### src/otq_pkg.sv
package otq_pkg;

  // Timer ids are four bits wide, so no more than this many timers can exist.
  localparam int unsigned MAX_IDS = 16;

  typedef enum logic [1:0] {
    CMD_ADD     = 2'd0,
    CMD_DELETE  = 2'd1,
    CMD_MODIFY  = 2'd2,
    CMD_ADVANCE = 2'd3
  } otq_cmd_t;

  typedef enum logic [1:0] {
    KIND_DONE  = 2'd0,
    KIND_FIRED = 2'd1,
    KIND_ERROR = 2'd2
  } otq_kind_t;

  typedef enum logic [1:0] {
    ST_NOP    = 2'd0,
    ST_REMOVE = 2'd1,
    ST_INSERT = 2'd2
  } otq_store_op_t;

  typedef enum logic [2:0] {
    S_IDLE,
    S_DEL_SCAN,
    S_ADD_CHK,
    S_ADD_SCAN,
    S_ADV_CHK,
    S_ADV_FIRE,
    S_RESULT
  } otq_state_t;

  // One queued timer.
  typedef struct packed {
    logic [3:0]  id;
    logic [31:0] coarse;
    logic [19:0] fine;
  } otq_entry_t;

  // Request from the sequencer to the timer store.
  typedef struct packed {
    otq_store_op_t op;
    otq_entry_t    entry;
  } otq_store_req_t;

  // One result transaction.
  typedef struct packed {
    otq_kind_t   kind;
    logic [3:0]  fired_id;
    logic [31:0] time_coarse;
    logic [19:0] time_fine;
    logic        was_present;
    logic        last;
  } otq_result_t;

endpackage

### src/otq_in_if.sv
interface otq_in_if;
  logic        valid;
  logic        ready;
  logic [1:0]  cmd;
  logic [3:0]  timer_id;
  logic [31:0] deadline_coarse;
  logic [19:0] deadline_fine;

  modport source (
    output valid, cmd, timer_id, deadline_coarse, deadline_fine,
    input  ready
  );
  modport sink (
    input  valid, cmd, timer_id, deadline_coarse, deadline_fine,
    output ready
  );
endinterface

### src/otq_out_if.sv
interface otq_out_if;
  logic        valid;
  logic        ready;
  logic [1:0]  kind;
  logic [3:0]  fired_id;
  logic [31:0] time_coarse;
  logic [19:0] time_fine;
  logic        was_present;
  logic        last;

  modport source (
    output valid, kind, fired_id, time_coarse, time_fine, was_present, last,
    input  ready
  );
  modport sink (
    input  valid, kind, fired_id, time_coarse, time_fine, was_present, last,
    output ready
  );
endinterface

### src/otq_cmp.sv
// Shared compare unit: two-part deadline less-than and id match.
module otq_cmp (
  input  logic [3:0]  a_id,
  input  logic [31:0] a_coarse,
  input  logic [19:0] a_fine,
  input  logic [3:0]  b_id,
  input  logic [31:0] b_coarse,
  input  logic [19:0] b_fine,
  output logic        a_lt_b,
  output logic        id_eq
);

  // Coarse tick decides first, the fine sub-tick breaks a tie.
  assign a_lt_b = (a_coarse < b_coarse) ||
                  ((a_coarse == b_coarse) && (a_fine < b_fine));
  assign id_eq  = (a_id == b_id);

endmodule

### src/otq_store.sv
// Sorted timer store. Each entry moves only to or from its direct
// neighbor, so a removal or an insertion shifts the entries from pos onward together.
module otq_store #(
  parameter int unsigned DEPTH = 16
) (
  input  logic                    clk,
  input  otq_pkg::otq_store_req_t req,
  input  logic [$clog2(DEPTH)-1:0] pos,
  input  logic [$clog2(DEPTH)-1:0] rd_idx,
  output otq_pkg::otq_entry_t     rd_entry
);

  localparam int unsigned IW = $clog2(DEPTH);

  otq_pkg::otq_entry_t slot_r [DEPTH];

  // Single read port at the scan position.
  assign rd_entry = slot_r[rd_idx];

  for (genvar j = 0; j < DEPTH; j++) begin : g_ent
    otq_pkg::otq_entry_t from_prev;
    otq_pkg::otq_entry_t from_next;

    if (j == 0) begin : g_first
      assign from_prev = req.entry;
    end else begin : g_prev
      assign from_prev = slot_r[j-1];
    end

    if (j == DEPTH - 1) begin : g_lastent
      assign from_next = slot_r[j];
    end else begin : g_next
      assign from_next = slot_r[j+1];
    end

    // Removal closes the gap at pos; insertion opens one there.
    always_ff @(posedge clk) begin
      unique case (req.op)
        otq_pkg::ST_REMOVE: begin
          if (IW'(j) >= pos) begin
            slot_r[j] <= from_next;
          end
        end
        otq_pkg::ST_INSERT: begin
          if (IW'(j) == pos) begin
            slot_r[j] <= req.entry;
          end else if (IW'(j) > pos) begin
            slot_r[j] <= from_prev;
          end
        end
        default: begin
        end
      endcase
    end
  end

endmodule

### src/otq_ctrl.sv
// Command sequencer: scans the store one entry per cycle through the
// shared compare unit and keeps the current time and the fill count.
module otq_ctrl #(
  parameter int unsigned DEPTH = 16
) (
  input  logic                        clk,
  input  logic                        rst_n,
  input  logic                        in_valid,
  output logic                        in_ready,
  input  logic [1:0]                  in_cmd,
  input  logic [3:0]                  in_timer_id,
  input  logic [31:0]                 in_deadline_coarse,
  input  logic [19:0]                 in_deadline_fine,
  output otq_pkg::otq_store_req_t     st_req,
  output logic [$clog2(DEPTH)-1:0]    st_pos,
  output logic [$clog2(DEPTH)-1:0]    st_rd_idx,
  input  otq_pkg::otq_entry_t         st_rd_entry,
  input  logic                        out_free,
  output logic                        res_load,
  output otq_pkg::otq_result_t        res
);

  localparam int unsigned IW = $clog2(DEPTH);
  localparam int unsigned CW = $clog2(DEPTH + 1);

  otq_pkg::otq_state_t state_r, state_nxt;
  otq_pkg::otq_cmd_t   cmd_r, cmd_nxt;
  otq_pkg::otq_kind_t  kind_r, kind_nxt;
  logic [3:0]          id_r, id_nxt;
  logic [31:0]         dc_r, dc_nxt;
  logic [19:0]         df_r, df_nxt;
  logic [31:0]         now_c_r, now_c_nxt;
  logic [19:0]         now_f_r, now_f_nxt;
  logic [CW-1:0]       count_r, count_nxt;
  logic [CW-1:0]       idx_r, idx_nxt;
  logic [CW-1:0]       pos_r, pos_nxt;
  logic                found_r, found_nxt;
  logic                dup_r, dup_nxt;
  logic                was_r, was_nxt;

  logic                use_now;
  logic [31:0]         b_coarse;
  logic [19:0]         b_fine;
  logic                lt;
  logic                id_eq;

  // Operand B of the compare unit is either the current time or the entry
  // under the scan; operand A is always the command's deadline or target.
  assign b_coarse = use_now ? now_c_r : st_rd_entry.coarse;
  assign b_fine   = use_now ? now_f_r : st_rd_entry.fine;

  otq_cmp u_cmp (
    .a_id     (id_r),
    .a_coarse (dc_r),
    .a_fine   (df_r),
    .b_id     (st_rd_entry.id),
    .b_coarse (b_coarse),
    .b_fine   (b_fine),
    .a_lt_b   (lt),
    .id_eq    (id_eq)
  );

  // Control state.
  always_ff @(posedge clk) begin
    if (!rst_n) begin
      state_r <= otq_pkg::S_IDLE;
      now_c_r <= '0;
      now_f_r <= '0;
      count_r <= '0;
    end else begin
      state_r <= state_nxt;
      now_c_r <= now_c_nxt;
      now_f_r <= now_f_nxt;
      count_r <= count_nxt;
    end
  end

  // Working registers of the command in progress.
  always_ff @(posedge clk) begin
    cmd_r   <= cmd_nxt;
    kind_r  <= kind_nxt;
    id_r    <= id_nxt;
    dc_r    <= dc_nxt;
    df_r    <= df_nxt;
    idx_r   <= idx_nxt;
    pos_r   <= pos_nxt;
    found_r <= found_nxt;
    dup_r   <= dup_nxt;
    was_r   <= was_nxt;
  end

  // Next state and outputs.
  always_comb begin
    state_nxt = state_r;
    cmd_nxt   = cmd_r;
    kind_nxt  = kind_r;
    id_nxt    = id_r;
    dc_nxt    = dc_r;
    df_nxt    = df_r;
    now_c_nxt = now_c_r;
    now_f_nxt = now_f_r;
    count_nxt = count_r;
    idx_nxt   = idx_r;
    pos_nxt   = pos_r;
    found_nxt = found_r;
    dup_nxt   = dup_r;
    was_nxt   = was_r;

    in_ready        = 1'b0;
    use_now         = 1'b0;
    st_req.op       = otq_pkg::ST_NOP;
    st_req.entry.id     = id_r;
    st_req.entry.coarse = dc_r;
    st_req.entry.fine   = df_r;
    st_pos          = idx_r[IW-1:0];
    st_rd_idx       = idx_r[IW-1:0];
    res_load        = 1'b0;
    res.kind        = kind_r;
    res.fired_id    = '0;
    res.time_coarse = now_c_r;
    res.time_fine   = now_f_r;
    res.was_present = was_r;
    res.last        = 1'b1;

    unique case (state_r)
      otq_pkg::S_IDLE: begin
        in_ready = 1'b1;
        if (in_valid) begin
          cmd_nxt = otq_pkg::otq_cmd_t'(in_cmd);
          id_nxt  = in_timer_id;
          dc_nxt  = in_deadline_coarse;
          // Modify re-adds the timer with a zero sub-tick.
          df_nxt  = (otq_pkg::otq_cmd_t'(in_cmd) == otq_pkg::CMD_MODIFY) ?
                    '0 : in_deadline_fine;
          was_nxt = 1'b0;
          idx_nxt = '0;
          unique case (otq_pkg::otq_cmd_t'(in_cmd))
            otq_pkg::CMD_ADD:    state_nxt = otq_pkg::S_ADD_CHK;
            otq_pkg::CMD_DELETE,
            otq_pkg::CMD_MODIFY: state_nxt = otq_pkg::S_DEL_SCAN;
            default:             state_nxt = otq_pkg::S_ADV_CHK;
          endcase
        end
      end

      // Look for the id; remove it where it is found.
      otq_pkg::S_DEL_SCAN: begin
        if ((idx_r == count_r) || id_eq) begin
          if (idx_r != count_r) begin
            st_req.op = otq_pkg::ST_REMOVE;
            count_nxt = count_r - CW'(1);
            was_nxt   = 1'b1;
          end
          if (cmd_r == otq_pkg::CMD_MODIFY) begin
            state_nxt = otq_pkg::S_ADD_CHK;
          end else begin
            kind_nxt  = otq_pkg::KIND_DONE;
            state_nxt = otq_pkg::S_RESULT;
          end
        end else begin
          idx_nxt = idx_r + CW'(1);
        end
      end

      // Reject a deadline in the past or a full queue.
      otq_pkg::S_ADD_CHK: begin
        use_now = 1'b1;
        if (lt || (count_r == CW'(DEPTH))) begin
          kind_nxt  = otq_pkg::KIND_ERROR;
          state_nxt = otq_pkg::S_RESULT;
        end else begin
          idx_nxt   = '0;
          pos_nxt   = count_r;
          found_nxt = 1'b0;
          dup_nxt   = 1'b0;
          state_nxt = otq_pkg::S_ADD_SCAN;
        end
      end

      // Full scan: find the first later deadline and any duplicate id.
      otq_pkg::S_ADD_SCAN: begin
        st_pos = pos_r[IW-1:0];
        if (idx_r == count_r) begin
          if (dup_r) begin
            kind_nxt = otq_pkg::KIND_ERROR;
          end else begin
            st_req.op = otq_pkg::ST_INSERT;
            count_nxt = count_r + CW'(1);
            kind_nxt  = otq_pkg::KIND_DONE;
          end
          state_nxt = otq_pkg::S_RESULT;
        end else begin
          if (id_eq) begin
            dup_nxt = 1'b1;
          end
          if (lt && !found_r) begin
            pos_nxt   = idx_r;
            found_nxt = 1'b1;
          end
          idx_nxt = idx_r + CW'(1);
        end
      end

      // Reject a target in the past.
      otq_pkg::S_ADV_CHK: begin
        use_now = 1'b1;
        if (lt) begin
          kind_nxt = otq_pkg::KIND_ERROR;
        end
        state_nxt = lt ? otq_pkg::S_RESULT : otq_pkg::S_ADV_FIRE;
      end

      // Fire the head timer while it is due, one per output transaction.
      otq_pkg::S_ADV_FIRE: begin
        st_rd_idx = '0;
        st_pos    = '0;
        if ((count_r == '0) || lt) begin
          now_c_nxt = dc_r;
          now_f_nxt = df_r;
          kind_nxt  = otq_pkg::KIND_DONE;
          state_nxt = otq_pkg::S_RESULT;
        end else if (out_free) begin
          res_load        = 1'b1;
          res.kind        = otq_pkg::KIND_FIRED;
          res.fired_id    = st_rd_entry.id;
          res.time_coarse = st_rd_entry.coarse;
          res.time_fine   = st_rd_entry.fine;
          res.was_present = 1'b0;
          res.last        = 1'b0;
          now_c_nxt       = st_rd_entry.coarse;
          now_f_nxt       = st_rd_entry.fine;
          st_req.op       = otq_pkg::ST_REMOVE;
          count_nxt       = count_r - CW'(1);
        end
      end

      // Final result of the command.
      otq_pkg::S_RESULT: begin
        if (out_free) begin
          res_load  = 1'b1;
          state_nxt = otq_pkg::S_IDLE;
        end
      end

      default: begin
        state_nxt = otq_pkg::S_IDLE;
      end
    endcase
  end

endmodule

### src/ordered_timer_queue_top.sv
// Channel   Direction  Handshake      Payload
// in_chan   input      valid / ready  cmd, timer_id, deadline_coarse, deadline_fine
// out_chan  output     valid / ready  kind, fired_id, time_coarse, time_fine,
//                                     was_present, last
//
// One command is taken at a time; in_chan.ready is high only while idle.
// Add, delete and modify scan the queued timers one entry per cycle
// through the single compare unit; advance removes the due timers from
// the head, one per output transaction.
// A full output register stalls the sequencer until out_chan.ready.
// Reset is synchronous and empties the queue with time set to zero.
module ordered_timer_queue_top #(
  parameter int unsigned NUM_TIMERS = 16
) (
  input  logic         clk,
  input  logic         rst_n,
  otq_in_if.sink       in_chan,
  otq_out_if.source    out_chan
);

  localparam int unsigned DEPTH =
    (NUM_TIMERS < otq_pkg::MAX_IDS) ? NUM_TIMERS : otq_pkg::MAX_IDS;
  localparam int unsigned IW = $clog2(DEPTH);

  otq_pkg::otq_store_req_t st_req;
  logic [IW-1:0]           st_pos;
  logic [IW-1:0]           st_rd_idx;
  otq_pkg::otq_entry_t     st_rd_entry;
  logic                    out_free;
  logic                    res_load;
  otq_pkg::otq_result_t    res;
  logic                    out_valid_r;
  otq_pkg::otq_result_t    out_data_r;

  otq_store #(.DEPTH(DEPTH)) u_store (
    .clk      (clk),
    .req      (st_req),
    .pos      (st_pos),
    .rd_idx   (st_rd_idx),
    .rd_entry (st_rd_entry)
  );

  otq_ctrl #(.DEPTH(DEPTH)) u_ctrl (
    .clk                (clk),
    .rst_n              (rst_n),
    .in_valid           (in_chan.valid),
    .in_ready           (in_chan.ready),
    .in_cmd             (in_chan.cmd),
    .in_timer_id        (in_chan.timer_id),
    .in_deadline_coarse (in_chan.deadline_coarse),
    .in_deadline_fine   (in_chan.deadline_fine),
    .st_req             (st_req),
    .st_pos             (st_pos),
    .st_rd_idx          (st_rd_idx),
    .st_rd_entry        (st_rd_entry),
    .out_free           (out_free),
    .res_load           (res_load),
    .res                (res)
  );

  // Output register: free when empty or taken in this cycle.
  assign out_free = !out_valid_r || out_chan.ready;

  always_ff @(posedge clk) begin
    if (!rst_n) begin
      out_valid_r <= 1'b0;
    end else if (res_load) begin
      out_valid_r <= 1'b1;
    end else if (out_chan.ready) begin
      out_valid_r <= 1'b0;
    end
  end

  always_ff @(posedge clk) begin
    if (res_load) begin
      out_data_r <= res;
    end
  end

  assign out_chan.valid       = out_valid_r;
  assign out_chan.kind        = out_data_r.kind;
  assign out_chan.fired_id    = out_data_r.fired_id;
  assign out_chan.time_coarse = out_data_r.time_coarse;
  assign out_chan.time_fine   = out_data_r.time_fine;
  assign out_chan.was_present = out_data_r.was_present;
  assign out_chan.last        = out_data_r.last;

endmodule

### src/flat_wrapper.sv
// flat-port wrapper written by rule: the top's interface ports become plain ports
module ordered_timer_queue_top_flat 
#(
  parameter int unsigned NUM_TIMERS = 16
)
  (clk, rst_n, in_chan_valid, in_chan_cmd, in_chan_timer_id, in_chan_deadline_coarse, in_chan_deadline_fine, in_chan_ready, out_chan_valid, out_chan_kind, out_chan_fired_id, out_chan_time_coarse, out_chan_time_fine, out_chan_was_present, out_chan_last, out_chan_ready);
  otq_in_if in_chan_i ();
  otq_out_if out_chan_i ();
  input  logic clk;
  input  logic rst_n;
  input wire logic [$bits(in_chan_i.valid)-1:0] in_chan_valid;
  input wire logic [$bits(in_chan_i.cmd)-1:0] in_chan_cmd;
  input wire logic [$bits(in_chan_i.timer_id)-1:0] in_chan_timer_id;
  input wire logic [$bits(in_chan_i.deadline_coarse)-1:0] in_chan_deadline_coarse;
  input wire logic [$bits(in_chan_i.deadline_fine)-1:0] in_chan_deadline_fine;
  output wire logic [$bits(in_chan_i.ready)-1:0] in_chan_ready;
  output wire logic [$bits(out_chan_i.valid)-1:0] out_chan_valid;
  output wire logic [$bits(out_chan_i.kind)-1:0] out_chan_kind;
  output wire logic [$bits(out_chan_i.fired_id)-1:0] out_chan_fired_id;
  output wire logic [$bits(out_chan_i.time_coarse)-1:0] out_chan_time_coarse;
  output wire logic [$bits(out_chan_i.time_fine)-1:0] out_chan_time_fine;
  output wire logic [$bits(out_chan_i.was_present)-1:0] out_chan_was_present;
  output wire logic [$bits(out_chan_i.last)-1:0] out_chan_last;
  input wire logic [$bits(out_chan_i.ready)-1:0] out_chan_ready;
  assign in_chan_i.valid = in_chan_valid;
  assign in_chan_i.cmd = in_chan_cmd;
  assign in_chan_i.timer_id = in_chan_timer_id;
  assign in_chan_i.deadline_coarse = in_chan_deadline_coarse;
  assign in_chan_i.deadline_fine = in_chan_deadline_fine;
  assign in_chan_ready = in_chan_i.ready;
  assign out_chan_valid = out_chan_i.valid;
  assign out_chan_kind = out_chan_i.kind;
  assign out_chan_fired_id = out_chan_i.fired_id;
  assign out_chan_time_coarse = out_chan_i.time_coarse;
  assign out_chan_time_fine = out_chan_i.time_fine;
  assign out_chan_was_present = out_chan_i.was_present;
  assign out_chan_last = out_chan_i.last;
  assign out_chan_i.ready = out_chan_ready;
  ordered_timer_queue_top #(.NUM_TIMERS(NUM_TIMERS)) u_core (.clk(clk), .rst_n(rst_n), .in_chan(in_chan_i), .out_chan(out_chan_i));
endmodule
### config.mk
export PLATFORM = sky130hd
export DESIGN_NAME = ordered_timer_queue_top_flat
export DESIGN_NICKNAME = d
export VERILOG_FILES = /design/src/otq_pkg.sv /design/src/otq_in_if.sv /design/src/otq_out_if.sv /design/src/otq_cmp.sv /design/src/otq_store.sv /design/src/otq_ctrl.sv /design/src/ordered_timer_queue_top.sv /design/src/flat_wrapper.sv
export SDC_FILE = /design/constraint.sdc
export NUM_CORES = 2
export LEC_CHECK = 0
export BUFFER_PORTS_ARGS = -buffer_cell sky130_fd_sc_hd__buf_4
export CELL_PAD_IN_SITES_DETAIL_PLACEMENT = 1
export CELL_PAD_IN_SITES_GLOBAL_PLACEMENT = 2
export CORE_ASPECT_RATIO = 2
export CORE_MARGIN = 5
export CORE_UTILIZATION = 39
export CTS_CLUSTER_SIZE = 16
export DETAILED_ROUTE_END_ITERATION = 6
export PLACE_DENSITY_LB_ADDON = 0.1
export SLEW_MARGIN = 20
export SYNTH_ARGS = -nofsm -noshare
export SYNTH_HDL_FRONTEND = slang
export SYNTH_HIERARCHICAL = 1
export SYNTH_SLANG_ARGS = --single-unit
### constraint.sdc
create_clock -name clk -period 11.85 [get_ports clk]
set_input_delay 1.185 -clock clk [delete_from_list [all_inputs] [get_ports clk]]
set_output_delay 1.185 -clock clk [all_outputs]
set_load 0.1 [all_outputs]
# Yosys cells after proc, flatten, opt, wreduce, memory -nomap -nowiden
# Memories as Yosys holds them, arrays and structs flattened.
# Cells that the tools add are included.
[word_totals]
output_inout_bits = 62
regBits = 193
input_bits = 62
elab_cells = 436
mem_bits_rw = 896
mem_count = 1
[classes]
order_cmp = 34
muxes = 262
eq_ne = 48
bitwise_logic = 34
n_reduce_logical = 33
n_addsub = 3
[mem_list]
columns = ["memory", "words", "word_bits", "rd", "rd_clocked_by_memory_dff", "write_ports", "line_no", "source"]
rows = [
  ["u_core.u_store.slot_r", 16, 56, 17, 0, 16, "otq_store.sv:15", "otq_pkg::otq_entry_t slot_r [DEPTH];"],
]
[op_table]
columns = ["op", "count"]
rows = [
  ["$mux W56", 32],
  ["$mux W60", 3],
  ["$mux W1", 178],
  ["$mux W32", 3],
  ["$mux W20", 3],
  ["$mux W5", 10],
  ["$eq A32 B32 Y1", 1],
  ["$eq A4 B4 Y1 const A", 8],
  ["$ge A4 B4 Y1 const A", 8],
  ["$gt A4 B4 Y1 const A", 8],
  ["$lt A32 B32 Y1", 1],
  ["$or A1 B1 Y1", 32],
  ["$ne A2 B2 Y1 const B", 15],
  ["$mux W3", 7],
  ["$pmux W3 S7", 1],
  ["$lt A20 B20 Y1", 1],
  ["$mux W2", 10],
  ["$pmux W5 S4", 1],
  ["$eq A3 B4 Y1 const A", 4],
  ["$ge A3 B4 Y1 const A", 4],
  ["$gt A3 B4 Y1 const A", 4],
  ["$mux W4", 4],
  ["$pmux W4 S2", 2],
  ["$pmux W5 S3", 1],
  ["other kinds (40)", 73],
]

# Depth between registers and ports, before layout
[depth]
depth_word = 15
mapped_depth = 32

# Hierarchy
# The synthesis kept the hierarchy.
[modules_own_cells]
columns = ["module", "seq_area_each_um2", "cells_each", "area_per_inst_um2", "n_inst"]
rows = [
  ["otq_store", 26905.8, 4863, 53302.4, 1],
  ["otq_ctrl", 3333.2, 731, 7016.7, 1],
  ["ordered_timer_queue_top", 1821.7, 64, 1850.5, 1],
  ["otq_cmp", 0.0, 186, 1342.5, 1],
]

# Least setup slack after synthesis
# OpenSTA, ideal clock, no wires.
[synth_path]
kind = "reg2reg"
start = "reg u_core.u_ctrl.state_r[0]"
end = "mem u_core/u_store/slot_r[0][0] in the netlist's numbering (enable)"
required_ns = 11.242
path_slack_ns = 0.737
path_buffers = 6
period_less_slack_ns = 11.113
t_arrival_ns = 10.505
stages_incl_launch_ff = 25
cell_sequence = "dfxtp_1 > buf_2 > nor2b_1 > nand2_1 > and2_1 > buf_2 > buf_1 > mux4_2 > a22oi_1 > nand2_1 > mux2_2 > inv_1 > ha_1 > nand4_1 > or4_4 > a41oi_1 > nor3b_1 > a21o_1 > buf_2 > nor4_2 > clkbuf_1 > a31o_2 > buf_4 > xnor2_1 > nor4_1"
[synth_rtl]
columns = ["item", "line_no", "source"]
rows = [
  ["start, declared", "otq_ctrl.sv:26", "otq_pkg::otq_state_t state_r, state_nxt;"],
  ["start signal, assigned", "otq_ctrl.sv:66", "state_r <= otq_pkg::S_IDLE;"],
  ["start signal, assigned", "otq_ctrl.sv:71", "state_r <= state_nxt;"],
  ["end, declared", "otq_store.sv:15", ""],
]

==> summary.txt <==
Placed design
  • Dpl hpwl: roughly 170000 um
  • # port buffers: roughly 120
  • Gpl congestion: approximately 0.84

Min path
  • HP Class: flip-flop to flip-flop

Yosys
  • Post-synthesis net count: approximately 6000
  • Sequential element share of the synthesized area: between 50% and 60%
  • Syn_area_per_cell: 10.87 um^2
  • Cell taking the most area after synthesis: edfxtp_1
  • Most common library cells after synthesis: edfxtp_1 (1027), o21ai_0 (741), nand3_1 (516)
  • Top-area cell type share of the netlist area: slightly below 50%
  • Async SR Flop Fraction: 0%
  • Commonest register cell after synthesis: edfxtp_1
  • #FFs+latches synth: approximately 1100
  • Post-Synthesis Cells: slightly below 6000
  • Synth area leaders: edfxtp_1 (49%), mux4_2 (7.9%), o21ai_0 (5.8%)
  • Cell Area, Synth: about 64000 um^2
  • Count leader, synth: edfxtp_1
  • Yosys warnings: 6
  • Library cells used by synthesis: ~70
  • EDFF count, synth: ~1000

CTS
  • Clock buffer depth: 3
  • Root buffer cell: clkbuf_16
  • PostCTS Resize Cnt: 0
  • Post-CTS setup buffer count: 0
  • TritonCTS Sinks: ~1100
  • CTS tree: yes
  • Worst-Skew Late Latency: about 0.76 ns
  • Htree depth: 3
  • Num CTS Buffers: 112
  • Clock transition at path regs: around 0.070 ns
  • CTS Hold Bufs: 0

Drt
  • Vias per Instance: around 7
  • Vias: roughly 55000
  • # DRC: 0
  • Pre-Repair DR Iteration Count: 5
  • Routed WL per cell: 37.85 um
  • Drt total wl: between 200000 and 300000 um
  • Antenna violation net count after detailed routing: 0
  • Initial drt markers: 5130

Status
  • Outcome: finished clean

STA
  • Final hold vios: 0
  • Fmax: roughly 0.096 GHz
  • Clk_skew: about 0.037 ns
  • Max Slew Vio Count: 0
  • Setup_tns: 0 ns
  • Tmin final: about 10 ns
  • Final setup vio count: 0
  • Unrepaired setup endpoints after global routing: no
  • Period utilization: between 80% and 90%
  • Hold slack: between 0.5 and 0.6 ns
  • Max-slew headroom: around 16%
  • Worst-Margin Slew: roughly 1.3 ns

Setup path
  • Crit path DAT: between 10 and 15 ns
  • CP max stage cell: nor3b_1
  • Worst endpoint required time: 12.33 ns
  • Crit path capture type: flip-flop
  • Worst path max stage delay: roughly 0.91 ns
  • CP Class: flip-flop to flip-flop
  • Delay-heaviest family, CP: simple AND/OR/NAND/NOR gates
  • Crit start category: flip-flop
  • Max FO, Critical Path: 87
  • Buffers & Inverters on Critical Path: 5
  • Critical path cell sequence: nor2b_1, nand2_1, and2_4, buf_12, buf_4, mux4_2, a22oi_1, nand2_1, mux2_2, inv_1, ha_1, and4_1, nand4_1, a21o_1, a41oi_1, nor3b_1, a21o_1, nor4_4, a31o_2, nand2b_4, inv_6, nand2b_4, buf_12, a221o_1

Die
  • Core footprint: 162100 um^2
  • Initial core utilization: about two fifths
  • Die area: around 170000 um^2
  • Num ports: between 100 and 150
  • Row cnt: between 200 and 250
  • Die width: 295.4 um
  • Die height: a little under 600 um

Global route
  • Vias in the first global route: ~58000
  • GR Util All Layers: 33.02%
  • First-pass GRT wire length: 419300 um
  • Pin count of the biggest net entering global routing: 157
  • Antenna violations before repair: 6
  • Grt total ovfl: 0

Power and ir drop
  • Total Power: between 15 and 20 mW
  • LEAKAGE: 22.42 nW
  • P per Cell Area: ~240 nW/um^2
  • Peak VDD IR: about 0.24 mV

Cells and area
  • Nets: approximately 5700
  • # fillers: 17250
  • Area Overhead vs Synth: 10.08%
  • Share of cells above drive strength 1: approximately 17%

Job
  • Max cap viols: 0
-- placed cells by master (no fill, tap or decap), types with 6 or more instances in the layout --
cell	n
buf_12	31
mux2_2	164
nor2_4	13
and3_1	114
clkinv_1	25
nor2_1	132
nand2_1	357
ha_1	58
clkbuf_16	113
xor2_1	6
nand3_1	515
buf_4	261
nand2b_4	10
dfxtp_1	61
and2_4	7
a31oi_1	508
clkbuf_1	27
mux4_2	224
clkinv_2	19
a221o_1	109
o21ai_0	736
a21oi_1	35
a211oi_2	8
a22oi_1	113
a211oi_1	103
nand4_1	9
nor2b_1	27
xnor2_1	10
and2_1	8
nor3_1	399
edfxtp_1	1027
nor3_2	6
nand2b_1	6
mux2i_1	224
inv_1	62
a21o_1	12
bufinv_16	12
-- report_power, final --
group / internal (mW) / switching (mW) / leakage (nW) / total (mW)
Combinational: 2.32 / 5.97 / 10.9 / 8.29
Clock: 2.02 / 1.72 / 1.76 / 3.74
Sequential: 4.61 / 0.394 / 9.78 / 5.00
-- final cells by class --
cell class / instances / area, um^2 / area share [%]
tap: 2110 / 2640 / 3.776
clock buffer: 140 / 2929 / 4.190
clock inverter: 69 / 698.2 / 0.9986
timing repair buffer: 292 / 2580 / 3.690
antenna: 5 / 12.51 / 0.01790
multi-input combinational: 3989 / 28730 / 41.10
inverter: 67 / 257.7 / 0.3687
sequential: 1088 / 32060 / 45.86
-- state kept, by name, summed over array words and instances (netlist names), 5 cells and up --
name / cells
u_core/out_chan.time_coarse: 32
u_core/out_chan.time_fine: 20
u_core/u_ctrl/count_r: 5
u_core/u_ctrl/dc_r: 32
u_core/u_ctrl/df_r: 20
u_core/u_ctrl/idx_r: 5
u_core/u_ctrl/now_c_r: 32
u_core/u_ctrl/now_f_r: 20
u_core/u_store/slot_r: 896
-- kinds of logic after synthesis --
group                    after synthesis  synth area share (%)
AND/OR/NAND/NOR                     1638                 12.52
adder cells (fa/ha/maj)               59                 1.174
multiplexers                         612                 14.38
AO/OA/AOI/OAI                       1663                 16.12
flip-flops                          1088                 50.48
buffers and inverters                767                 5.089
XOR/XNOR                              17                0.2344
-- tightest hold or removal path: cells and delay by family (launching register included) --
| family | cells | cell delay, ns |
|---|---|---|
| simple gates | 1 | 0.10 |
| flops | 1 | 0.32 |
| compound gates | 1 | 0.05 |
-- stage by stage --
| step | cells | setup slack, ns | cell area [um^2] | utilization, % |
|---|---|---|---|---|
| finish | 7760 | 1.381 | 69910 | 43.12 |
| global route | 7756 | 1.024 | 69900 | 43.11 |
| CTS | 7755 | 1.414 | 69900 | 43.11 |
| detailed placement | 7546 | 1.461 | 66270 | 40.88 |
| global placement | 7545 | 1.670 | 66260 | 40.87 |
| floorplan | 5844 | 0.7368 | 63510 | - |
-- per-layer routing --
layer  up-vias  global-route usage [%]  share of wire, %
met1     28610                   37.57                35
met3       881                   4.971               6.8
met2      2805                   58.20                51
li1      22290                       -                 -
met5         -                       0            0.0044
met4         2                   19.81               7.2
-- final timing paths --
| kind | from | endpoint | slack [ns] | depth (start not counted) |
|---|---|---|---|---|
| worst min-delay path | u_core/u_ctrl/now_c_r[4] | u_core/u_ctrl/now_c_r[4] | 0.51 | 2 |
| worst min register to register | u_core/u_ctrl/now_c_r[4] | u_core/u_ctrl/now_c_r[4] | 0.51 | 2 |
| worst max-delay path | u_core/u_ctrl/state_r[1] | u_core/u_store/slot_r[12][37] | 1.38 | 24 |
| worst max register to register | u_core/u_ctrl/state_r[1] | u_core/u_store/slot_r[12][37] | 1.38 | 24 |
Note: power is estimated with default switching activity, not from simulation.
